===== src/hdl/run_length_histogram_miner_assert.svh =====
// ----------------------------------------------------------------------------
// Run-length histogram miner: assertion macros
// Wraps concurrent assertions so that synthesis builds see empty bodies.
// ----------------------------------------------------------------------------
`ifndef RUN_LENGTH_HISTOGRAM_MINER_ASSERT_SVH
`define RUN_LENGTH_HISTOGRAM_MINER_ASSERT_SVH

`ifndef SYNTHESIS
`define RLHM_ASSERT_IMP(lbl, ante, cons) \
  lbl: assert property (@(posedge clk) disable iff (rst) (ante) |-> (cons)) \
    else $error("rlhm assertion failed");
`define RLHM_ASSERT_NXT(lbl, ante, cons) \
  lbl: assert property (@(posedge clk) disable iff (rst) (ante) |=> (cons)) \
    else $error("rlhm assertion failed");
`else
`define RLHM_ASSERT_IMP(lbl, ante, cons)
`define RLHM_ASSERT_NXT(lbl, ante, cons)
`endif

`endif


===== src/hdl/rlhm_pkg.sv =====
// ----------------------------------------------------------------------------
// rlhm_pkg
// Shared constants, request codes and control structs of the histogram miner.
// ----------------------------------------------------------------------------
package rlhm_pkg;

  localparam int DEF_MAX_BINS    = 64;
  localparam int DEF_VALUE_WIDTH = 32;

  localparam int COMP_W  = 32;
  localparam int COUNT_W = 32;
  localparam int RUN_W   = 6;
  localparam int BIDX_W  = 6;
  localparam int TDATA_W = 104;
  localparam int CFG_W   = 6;

  localparam logic [RUN_W-1:0]   RUN_CAP       = 6'd63;
  localparam logic [RUN_W-1:0]   MAX_RUN_RESET = 6'd15;
  localparam logic [COUNT_W-1:0] COUNT_FULL    = 32'hFFFF_FFFF;

  // request kinds
  localparam logic [1:0] REQ_PUSH  = 2'd0;
  localparam logic [1:0] REQ_READ  = 2'd1;
  localparam logic [1:0] REQ_CLEAR = 2'd2;

  // compared component
  localparam logic [1:0] COL_A = 2'd0;
  localparam logic [1:0] COL_B = 2'd1;

  // register indexes
  localparam logic CFG_COLUMN_SELECT = 1'b0;
  localparam logic CFG_MAX_RUN       = 1'b1;

  typedef struct packed {
    logic       mem_bump;   // one bin at index >= 1 gets incremented
    logic [1:0] bin0_inc;   // increments for bin 0 (0..2)
  } run_close_t;

  typedef struct packed {
    logic       push_mem;
    logic [1:0] bin0_inc;
    logic       read;
    logic       read_bin0;
    logic       read_zero;
    logic       clear;
  } bin_cmd_t;

endpackage


===== src/hdl/run_length_histogram_miner.sv =====
// ----------------------------------------------------------------------------
// run_length_histogram_miner
// Histogram of run lengths over a stream of tuples, with read and clear.
// ----------------------------------------------------------------------------
// The block takes one request per cycle. A push closes at most two runs; the
// bin above zero is updated through a two-stage RAM read-modify-write with
// forwarding, bin 0 sits in its own register. A read returns its bin count
// on m_tdata through the s1, s2 and output registers. Input stalls only
// while a read result waits in the output register and a second read result
// is ready behind it. Reset and clear empty the histogram at once through
// per-bin valid bits; there is no clearing pass.
module run_length_histogram_miner #(
  parameter int MAX_BINS    = rlhm_pkg::DEF_MAX_BINS,
  parameter int VALUE_WIDTH = rlhm_pkg::DEF_VALUE_WIDTH
) (
  input  logic                          clk,
  input  logic                          rst,
  input  logic                          s_tvalid,
  output logic                          s_tready,
  // comp_a[31:0], comp_b[63:32], comp_c[95:64], bin_index[101:96], zero pad
  input  logic [rlhm_pkg::TDATA_W-1:0]  s_tdata,
  // req_type[1:0]
  input  logic [1:0]                    s_tuser,
  input  logic                          s_tlast,
  output logic                          m_tvalid,
  input  logic                          m_tready,
  // bin_count[31:0]
  output logic [rlhm_pkg::COUNT_W-1:0]  m_tdata,
  input  logic                          cfg_we,
  input  logic                          cfg_index,
  input  logic [rlhm_pkg::CFG_W-1:0]    cfg_data
);
  import rlhm_pkg::*;

  localparam int BinW = $clog2(MAX_BINS);

  logic [1:0]       column_select;
  logic [RUN_W-1:0] max_run;

  logic                     s1_valid;
  logic [1:0]               s1_req;
  logic signed [COMP_W-1:0] s1_comp_a;
  logic signed [COMP_W-1:0] s1_comp_b;
  logic signed [COMP_W-1:0] s1_comp_c;
  logic                     s1_last;
  logic [BIDX_W-1:0]        s1_bin_index;

  logic               en;
  logic               push;
  logic               clear;
  logic               read;
  run_close_t         close;
  logic [BinW-1:0]    close_addr;
  bin_cmd_t           cmd;
  logic [BinW-1:0]    addr;
  logic               res_valid;
  logic [COUNT_W-1:0] res_data;

  always_ff @(posedge clk) begin
    if (rst) begin
      column_select <= COL_A;
      max_run       <= MAX_RUN_RESET;
    end else if (cfg_we) begin
      unique case (cfg_index)
        CFG_COLUMN_SELECT: column_select <= cfg_data[1:0];
        CFG_MAX_RUN:       max_run       <= cfg_data[RUN_W-1:0];
        default:           ;
      endcase
    end
  end

  assign en       = !(res_valid && m_tvalid && !m_tready);
  assign s_tready = en;

  always_ff @(posedge clk) begin
    if (rst) begin
      s1_valid <= 1'b0;
    end else if (en) begin
      s1_valid <= s_tvalid;
    end
  end

  always_ff @(posedge clk) begin
    if (en && s_tvalid) begin
      s1_req       <= s_tuser;
      s1_comp_a    <= s_tdata[31:0];
      s1_comp_b    <= s_tdata[63:32];
      s1_comp_c    <= s_tdata[95:64];
      s1_last      <= s_tlast;
      s1_bin_index <= s_tdata[101:96];
    end
  end

  assign push  = s1_valid && (s1_req == REQ_PUSH);
  assign read  = s1_valid && (s1_req == REQ_READ);
  assign clear = s1_valid && (s1_req == REQ_CLEAR);

  rlhm_run_tracker #(
    .VALUE_WIDTH (VALUE_WIDTH),
    .MAX_BINS    (MAX_BINS)
  ) u_tracker (
    .clk           (clk),
    .rst           (rst),
    .en            (en),
    .push          (push),
    .clear         (clear),
    .column_select (column_select),
    .max_run       (max_run),
    .comp_a        (s1_comp_a),
    .comp_b        (s1_comp_b),
    .comp_c        (s1_comp_c),
    .row_last      (s1_last),
    .close         (close),
    .bin_addr      (close_addr)
  );

  always_comb begin
    cmd.push_mem  = close.mem_bump;
    cmd.bin0_inc  = close.bin0_inc;
    cmd.read      = read;
    cmd.read_bin0 = s1_bin_index == '0;
    cmd.read_zero = int'(s1_bin_index) >= MAX_BINS;
    cmd.clear     = clear;
    addr          = read ? BinW'(s1_bin_index) : close_addr;
  end

  rlhm_bin_store #(
    .MAX_BINS (MAX_BINS)
  ) u_store (
    .clk       (clk),
    .rst       (rst),
    .en        (en),
    .cmd       (cmd),
    .addr      (addr),
    .res_valid (res_valid),
    .res_data  (res_data)
  );

  always_ff @(posedge clk) begin
    if (rst) begin
      m_tvalid <= 1'b0;
    end else if (en && res_valid) begin
      m_tvalid <= 1'b1;
    end else if (m_tready) begin
      m_tvalid <= 1'b0;
    end
  end

  always_ff @(posedge clk) begin
    if (en && res_valid) begin
      m_tdata <= res_data;
    end
  end

`include "run_length_histogram_miner_assert.svh"

  `RLHM_ASSERT_IMP(a_stall_cause, !s_tready, m_tvalid && !m_tready && res_valid)
  `RLHM_ASSERT_NXT(a_clear_no_result, clear && en, !res_valid)
  `RLHM_ASSERT_IMP(a_result_loaded, $rose(m_tvalid), $past(res_valid) && $past(en))

endmodule


===== src/hdl/rlhm_run_tracker.sv =====
// ----------------------------------------------------------------------------
// rlhm_run_tracker
// Tracks the open run of equal values and reports which bins a push closes.
// ----------------------------------------------------------------------------
module rlhm_run_tracker #(
  parameter int VALUE_WIDTH = rlhm_pkg::DEF_VALUE_WIDTH,
  parameter int MAX_BINS    = rlhm_pkg::DEF_MAX_BINS,
  localparam int BinW       = $clog2(MAX_BINS)
) (
  input  logic                             clk,
  input  logic                             rst,
  input  logic                             en,
  input  logic                             push,
  input  logic                             clear,
  input  logic [1:0]                       column_select,
  input  logic [rlhm_pkg::RUN_W-1:0]       max_run,
  input  logic signed [rlhm_pkg::COMP_W-1:0] comp_a,
  input  logic signed [rlhm_pkg::COMP_W-1:0] comp_b,
  input  logic signed [rlhm_pkg::COMP_W-1:0] comp_c,
  input  logic                             row_last,
  output rlhm_pkg::run_close_t             close,
  output logic [BinW-1:0]                  bin_addr
);
  import rlhm_pkg::*;

  logic [VALUE_WIDTH-1:0] prev_value;
  logic [VALUE_WIDTH-1:0] prev_value_next;
  logic [RUN_W-1:0]       run_length;
  logic [RUN_W-1:0]       run_length_next;
  logic                   run_open;
  logic                   run_open_next;

  logic [COMP_W-1:0]   sel;
  logic [63:0]         sel_ext;
  logic [VALUE_WIDTH-1:0] v;
  logic                differ;
  logic                continuing;
  logic [RUN_W-1:0]    len_mid;
  logic                close_end;
  logic [RUN_W-1:0]    mem_len;
  logic [1:0]          inc0;

  always_comb begin
    unique case (column_select)
      COL_A:   sel = comp_a;
      COL_B:   sel = comp_b;
      default: sel = comp_c;
    endcase
    sel_ext = {{(64 - COMP_W){sel[COMP_W-1]}}, sel};
    v       = sel_ext[VALUE_WIDTH-1:0];

    differ     = run_open && (v != prev_value);
    continuing = run_open && !differ;
    if (continuing) begin
      len_mid = (run_length == RUN_CAP) ? run_length : run_length + 1'b1;
    end else begin
      len_mid = '0;
    end
    close_end = (len_mid >= max_run) || row_last;

    // A run opened by this push can only close at length zero, so at most one
    // bump lands above bin 0 per push.
    mem_len = differ ? run_length : len_mid;
    if (int'(mem_len) >= MAX_BINS) begin
      bin_addr = BinW'(MAX_BINS - 1);
    end else begin
      bin_addr = BinW'(mem_len);
    end

    inc0 = 2'(differ && (run_length == '0)) + 2'(close_end && !continuing);
    close.mem_bump = push && ((differ && (run_length != '0)) || (close_end && continuing));
    close.bin0_inc = push ? inc0 : 2'd0;

    run_open_next   = !close_end;
    run_length_next = close_end ? '0 : len_mid;
    prev_value_next = continuing ? prev_value : v;
  end

  always_ff @(posedge clk) begin
    if (rst) begin
      prev_value <= '0;
      run_length <= '0;
      run_open   <= 1'b0;
    end else if (en) begin
      if (clear) begin
        prev_value <= '0;
        run_length <= '0;
        run_open   <= 1'b0;
      end else if (push) begin
        prev_value <= prev_value_next;
        run_length <= run_length_next;
        run_open   <= run_open_next;
      end
    end
  end

endmodule


===== src/hdl/rlhm_bin_store.sv =====
// ----------------------------------------------------------------------------
// rlhm_bin_store
// Histogram bins: bin 0 in a register, the rest in a RAM with read-modify-
// write, per-entry valid bits and forwarding of the last write.
// ----------------------------------------------------------------------------
module rlhm_bin_store #(
  parameter int MAX_BINS = rlhm_pkg::DEF_MAX_BINS,
  localparam int BinW    = $clog2(MAX_BINS)
) (
  input  logic                          clk,
  input  logic                          rst,
  input  logic                          en,
  input  rlhm_pkg::bin_cmd_t            cmd,
  input  logic [BinW-1:0]               addr,
  output logic                          res_valid,
  output logic [rlhm_pkg::COUNT_W-1:0]  res_data
);
  import rlhm_pkg::*;

  logic [COUNT_W-1:0] mem [MAX_BINS];
  logic [MAX_BINS-1:0] valid;

  logic [COUNT_W-1:0] bin0;
  logic [COUNT_W:0]   bin0_sum;
  logic [COUNT_W-1:0] bin0_next;

  logic [COUNT_W-1:0] rd_data;
  logic               rd_valid;

  logic               s2_bump;
  logic               s2_read;
  logic               s2_use_mem;
  logic [BinW-1:0]    s2_addr;
  logic [COUNT_W-1:0] s2_direct;

  logic               last_wr_en;
  logic [BinW-1:0]    last_wr_addr;
  logic [COUNT_W-1:0] last_wr_val;

  logic [COUNT_W-1:0] base;
  logic [COUNT_W-1:0] bumped;

  always_comb begin
    bin0_sum  = {1'b0, bin0} + (COUNT_W + 1)'(cmd.bin0_inc);
    bin0_next = bin0_sum[COUNT_W] ? COUNT_FULL : bin0_sum[COUNT_W-1:0];

    // the write at the edge that launched this read is not in rd_data yet
    if (last_wr_en && (last_wr_addr == s2_addr)) begin
      base = last_wr_val;
    end else if (rd_valid) begin
      base = rd_data;
    end else begin
      base = '0;
    end
    bumped    = (base == COUNT_FULL) ? base : base + 1'b1;
    res_valid = s2_read;
    res_data  = s2_use_mem ? base : s2_direct;
  end

  always_ff @(posedge clk) begin
    if (en) begin
      rd_data <= mem[addr];
      if (s2_bump) begin
        mem[s2_addr] <= bumped;
      end
    end
  end

  always_ff @(posedge clk) begin
    if (rst) begin
      valid      <= '0;
      bin0       <= '0;
      rd_valid   <= 1'b0;
      s2_bump    <= 1'b0;
      s2_read    <= 1'b0;
      last_wr_en <= 1'b0;
    end else if (en) begin
      rd_valid   <= valid[addr];
      s2_bump    <= cmd.push_mem;
      s2_read    <= cmd.read;
      last_wr_en <= s2_bump && !cmd.clear;
      if (cmd.clear) begin
        valid <= '0;
        bin0  <= '0;
      end else begin
        bin0 <= bin0_next;
        if (s2_bump) begin
          valid[s2_addr] <= 1'b1;
        end
      end
    end
  end

  always_ff @(posedge clk) begin
    if (en) begin
      s2_addr      <= addr;
      s2_use_mem   <= !cmd.read_bin0 && !cmd.read_zero;
      s2_direct    <= cmd.read_zero ? '0 : bin0;
      last_wr_addr <= s2_addr;
      last_wr_val  <= bumped;
    end
  end

endmodule

===== config.mk =====
export PLATFORM = sky130hd
export DESIGN_NAME = run_length_histogram_miner
export DESIGN_NICKNAME = d
export VERILOG_FILES = /design/src/hdl/rlhm_pkg.sv /design/src/hdl/run_length_histogram_miner.sv /design/src/hdl/rlhm_run_tracker.sv /design/src/hdl/rlhm_bin_store.sv
export VERILOG_INCLUDE_DIRS = /design/src /design/src/hdl
export SDC_FILE = /design/constraint.sdc
export NUM_CORES = 2
export LEC_CHECK = 0
export BUFFER_PORTS_ARGS = -buffer_cell sky130_fd_sc_hd__buf_2
export CAP_MARGIN = 40
export CORE_MARGIN = 5
export CORE_UTILIZATION = 39
export CTS_BUF_LIST = sky130_fd_sc_hd__clkbuf_8
export CTS_CLUSTER_DIAMETER = 40
export CTS_CLUSTER_SIZE = 10
export DETAILED_ROUTE_END_ITERATION = 8
export GPL_TIMING_DRIVEN = 0
export PLACE_DENSITY = 0.53
export SLEW_MARGIN = 15
export SYNTH_ARGS = -nofsm -noshare
export SYNTH_HDL_FRONTEND = slang
export SYNTH_SLANG_ARGS = --single-unit

===== constraint.sdc =====
create_clock -name clk -period 12.4 [get_ports clk]
set_clock_uncertainty 0.2 [all_clocks]
set_input_delay 0.62 -clock clk [delete_from_list [all_inputs] [get_ports clk]]
set_output_delay 0.62 -clock clk [all_outputs]
set_load 0.01 [all_outputs]

==> metrics.cfg <==
[sta]
rsz0062_at_grt = no
setup_viol = 0
timing.final.crit_share_pct = 73.92
setup_ws_ns = 3.234
relSlewSlack_pct = 35.78
fmax_ghz = 0.1091
slew_viol_final = 0
worst_pin_slew_ns = 0.9575
fin_crit_ns = 9.166
finalHoldViolations = 0
holdWs_ns = 0.08758

[route]
wl_per_cell_um = 28.41
drt_iter0_drc = 8751
routed_wl_um = 352100
top_layer_used = met5
drt-met1-wl_um = 145900
wl_met3_um = 30250
route.met2.wl_um = 159700
drtAntennaViolNets = 0
dr.pass1.iters = 6
vias_per_cell = 5.693
drc_errors = 0
vias = 70550

[final_layout]
nets = 8853
fillers = 22220
fin_area_um2 = 120600
drive_gt1_share_pct = 15.63
post-route-util_pct = 47.91
area_growth_pct = 22.15

[critical_path]
required_ns = 13.21
cpPeakStageDelay_ns = 0.54
rr_worst_depth = 37
crit_arrival_ns = 9.98
worstSetupPathType = flip-flop to flip-flop
path_max_fanout = 10
cp-start-kind = flip-flop
endpoint_kind = flip-flop
crit_slowest_cell = nor4_1

[pwr]
irDropWorstVdd_mv = 0.1159
total_power_mw = 17.71
power.density_nw_per_um2 = 146.9
p_leak_nw = 42.70

[grt]
grt-ovfl-total = 0
grt_pass1_vias = 67800
grt_util_all_layers_pct = 26.03
grt_pass1_wl_um = 495700
grt_max_degree = 72
antenna_found_initial = 45

[clock_tree]
postCtsSetupBuffers = 0
tritoncts = yes
clock-sinks = 2443
numCtsBuffers = 402
insertion_delay_ns = 1.09
clkTransAtPathRegs_ns = 0.06
htree_levels = 5
cts_root_buf = clkbuf_8
clockBufferDepth = 4

[logic_synthesis]
syn_avg_cell_area_um2 = 12.90
synth_ff_type = edfxtp_1
yosys.area.top_type = edfxtp_1
synth_edf_count = 2294
synthMuxAreaShare_pct = 0.5464
synth_top_family_by_area = simple AND/OR/NAND/NOR gates
synth_compound_area_share_pct = 8.895
synth_seq_cells = 2443
ys_seq_area_share_pct = 72.82
synth_top_cell_area_share_pct = 69.80
syn_area_um2 = 98690
synth_fa_ha_area_share_pct = 0.1724
async_flop_share_pct = 0
ys_warn_count = 0
netlist_instances = 7648
ys_types = 73
syn-num-nets = 7780
synth_area_leaders = edfxtp_1 (70%), nand2_1 (7.3%), a311oi_1 (3.4%)
synth_xor_area_share_pct = 0.3106
synth_simple_gate_area_share_pct = 14.65

[run_status]
outcome = finished clean

[placed_design]
placement.io_buffers = 149
placed_area_um2 = 109100
gp_congestion = 0.9760
hpwl_um = 259600
dp_slack_ns = 3.329

[floorplanning]
dieHeight_um = 513.0
dieArea_um2 = 263200
num_io_pins = 153
die_w_um = 513.0
initial_core_util_pct = 39.22
rows = 184
core_um2 = 251600

[hold_path]
hold_path.class = primary input to flip-flop
whs_path_depth = 2

[flow_run]
maxCapViolations = 0

metrics by stage:
step                TNS (ns)  cells
floorplan                  0   7648
global placement     -346.22  11150
detailed placement         0  11420
CTS                        0  12360
global route               0  12380
finish                     0  12390
flip-flops by register name, indices dropped and copies added, names as in the netlist, 2 cells and up:
register and cells:
u_tracker.prev_value 32, max_run 6, u_store.last_wr_addr 6, m_tdata 32, u_store.s2_addr 6, u_store.valid 64, u_store.mem 2048, s1_comp_c 32
s1_comp_b 32, u_tracker.run_length 6, u_store.rd_data 32, column_select 2, u_store.s2_direct 32, s1_bin_index 6, u_store.last_wr_val 32, s1_comp_a 32
s1_req 2, u_store.bin0 32
cells in the final DEF (no fill, tap or decap), types with 65 or more instances in the layout:
| cell | netlist | routed |
|---|---|---|
| edfxtp_1 | 2294 | 2294 |
| nand2_1 | 1922 | 1922 |
| nand3_1 | 567 | 567 |
| clkbuf_8 | 0 | 412 |
| a311oi_1 | 384 | 374 |
| buf_2 | 151 | 342 |
| clkbuf_1 | 352 | 341 |
| and3_1 | 300 | 299 |
| nor2_1 | 318 | 254 |
| dlygate4sd3_1 | 0 | 229 |
| a21oi_1 | 226 | 222 |
| a211oi_1 | 215 | 206 |
| dfxtp_1 | 149 | 149 |
| a31oi_1 | 144 | 144 |
| buf_6 | 16 | 103 |
| buf_16 | 0 | 72 |
| bufinv_16 | 0 | 70 |
| inv_1 | 20 | 66 |
| nor2_4 | 1 | 65 |
| o21ai_0 | 67 | 65 |
cell usage after synthesis (3+ instances only):
library cell and count:
a22oi_1 35, nor2_1 318, and2_1 20, nor3_1 40, nor2b_1 37, a32oi_1 3
and3_1 300, buf_6 16, a211o_1 31, o2111ai_1 4, nand3_1 567, a211oi_1 215
nand2_1 1922, clkbuf_1 352, o211a_1 7, buf_2 151, a21oi_1 226, nand2b_1 17
and4_1 3, nand4_1 20, a31oi_1 144, o31ai_1 4, mux2i_1 37, or2_2 7
inv_1 20, nand3b_1 5, mux2_4 3, xor2_1 11, a22o_1 33, a311oi_1 384
a21o_1 4, o22ai_1 4, o211ai_1 34, buf_1 16, mux2_2 8, dfxtp_1 149
xnor2_1 24, ha_1 12, buf_4 21, or3_1 37, edfxtp_1 2294, o21ai_0 67
nor4_1 8
metal layers:
layer	vias to the layer above	GRT usage, %
li1	30940	-
met1	35500	35.76
met2	3390	40.63
met3	714	5.115
met4	10	10.90
met5	-	0
final cells by class:
type	instances	area [um^2]	share of cell area [%]
flip-flops and latches	2443	71870	59.62
multi-input cells	4626	25190	20.90
clock buffers	412	5670	4.704
well taps	3348	4189	3.475
diodes	21	52.55	0.04359
repair buffers	669	7629	6.328
inverters	23	93.84	0.07784
plain buffers	556	2491	2.066
clock inverters	294	3367	2.793
cell families (layout without fill, tap and decap cells):
family          Yosys count  in the layout
mux                      50             50
flops                  2443           2443
fa+ha+maj                13             13
other cells               0             21
simple gates           3318           3318
compound gates         1210           1210
buf+inv                 579           1954
xor+xnor                 35             35
power breakdown:
group / internal [mW] / switching (mW) / leakage (nW) / total, mW
clock: 4.61 / 3.45 / 4.67 / 8.06
combinational: 0.209 / 0.431 / 14.3 / 0.640
sequential: 8.98 / 0.0277 / 23.7 / 9.00
total: 13.8 / 3.91 / 42.7 / 17.7
final timing paths:
check / start / end / slack [ns]
min reg2reg: u_store.bin0[4]$_SDFFE_PP0N_ / u_store.s2_direct[4]$_DFFE_PN_ / 0.22
max: column_select[1]$_SDFFE_PP0P_ / u_store.bin0[27]$_SDFFE_PP0N_ / 3.23
min: s_tuser[1] / s1_req[1]$_DFFE_PP_ / 0.09
max reg2reg: column_select[1]$_SDFFE_PP0P_ / u_store.bin0[27]$_SDFFE_PP0N_ / 3.23
worst max-delay path, delay by kind of cell (launching register included):
family	cells	cell delay, ns
fa+ha+maj	4	1.22
compound gates	7	1.33
flops	1	0.42
buf+inv	9	2.03
simple gates	17	3.88
repair_timing:
item,CTS,global route
hold buffers,229,0
hold endpoints to repair,182,0
endpoints found under the setup margin,0,0
gates resized for setup,0,0
Power figures use the tool's default switching activity.
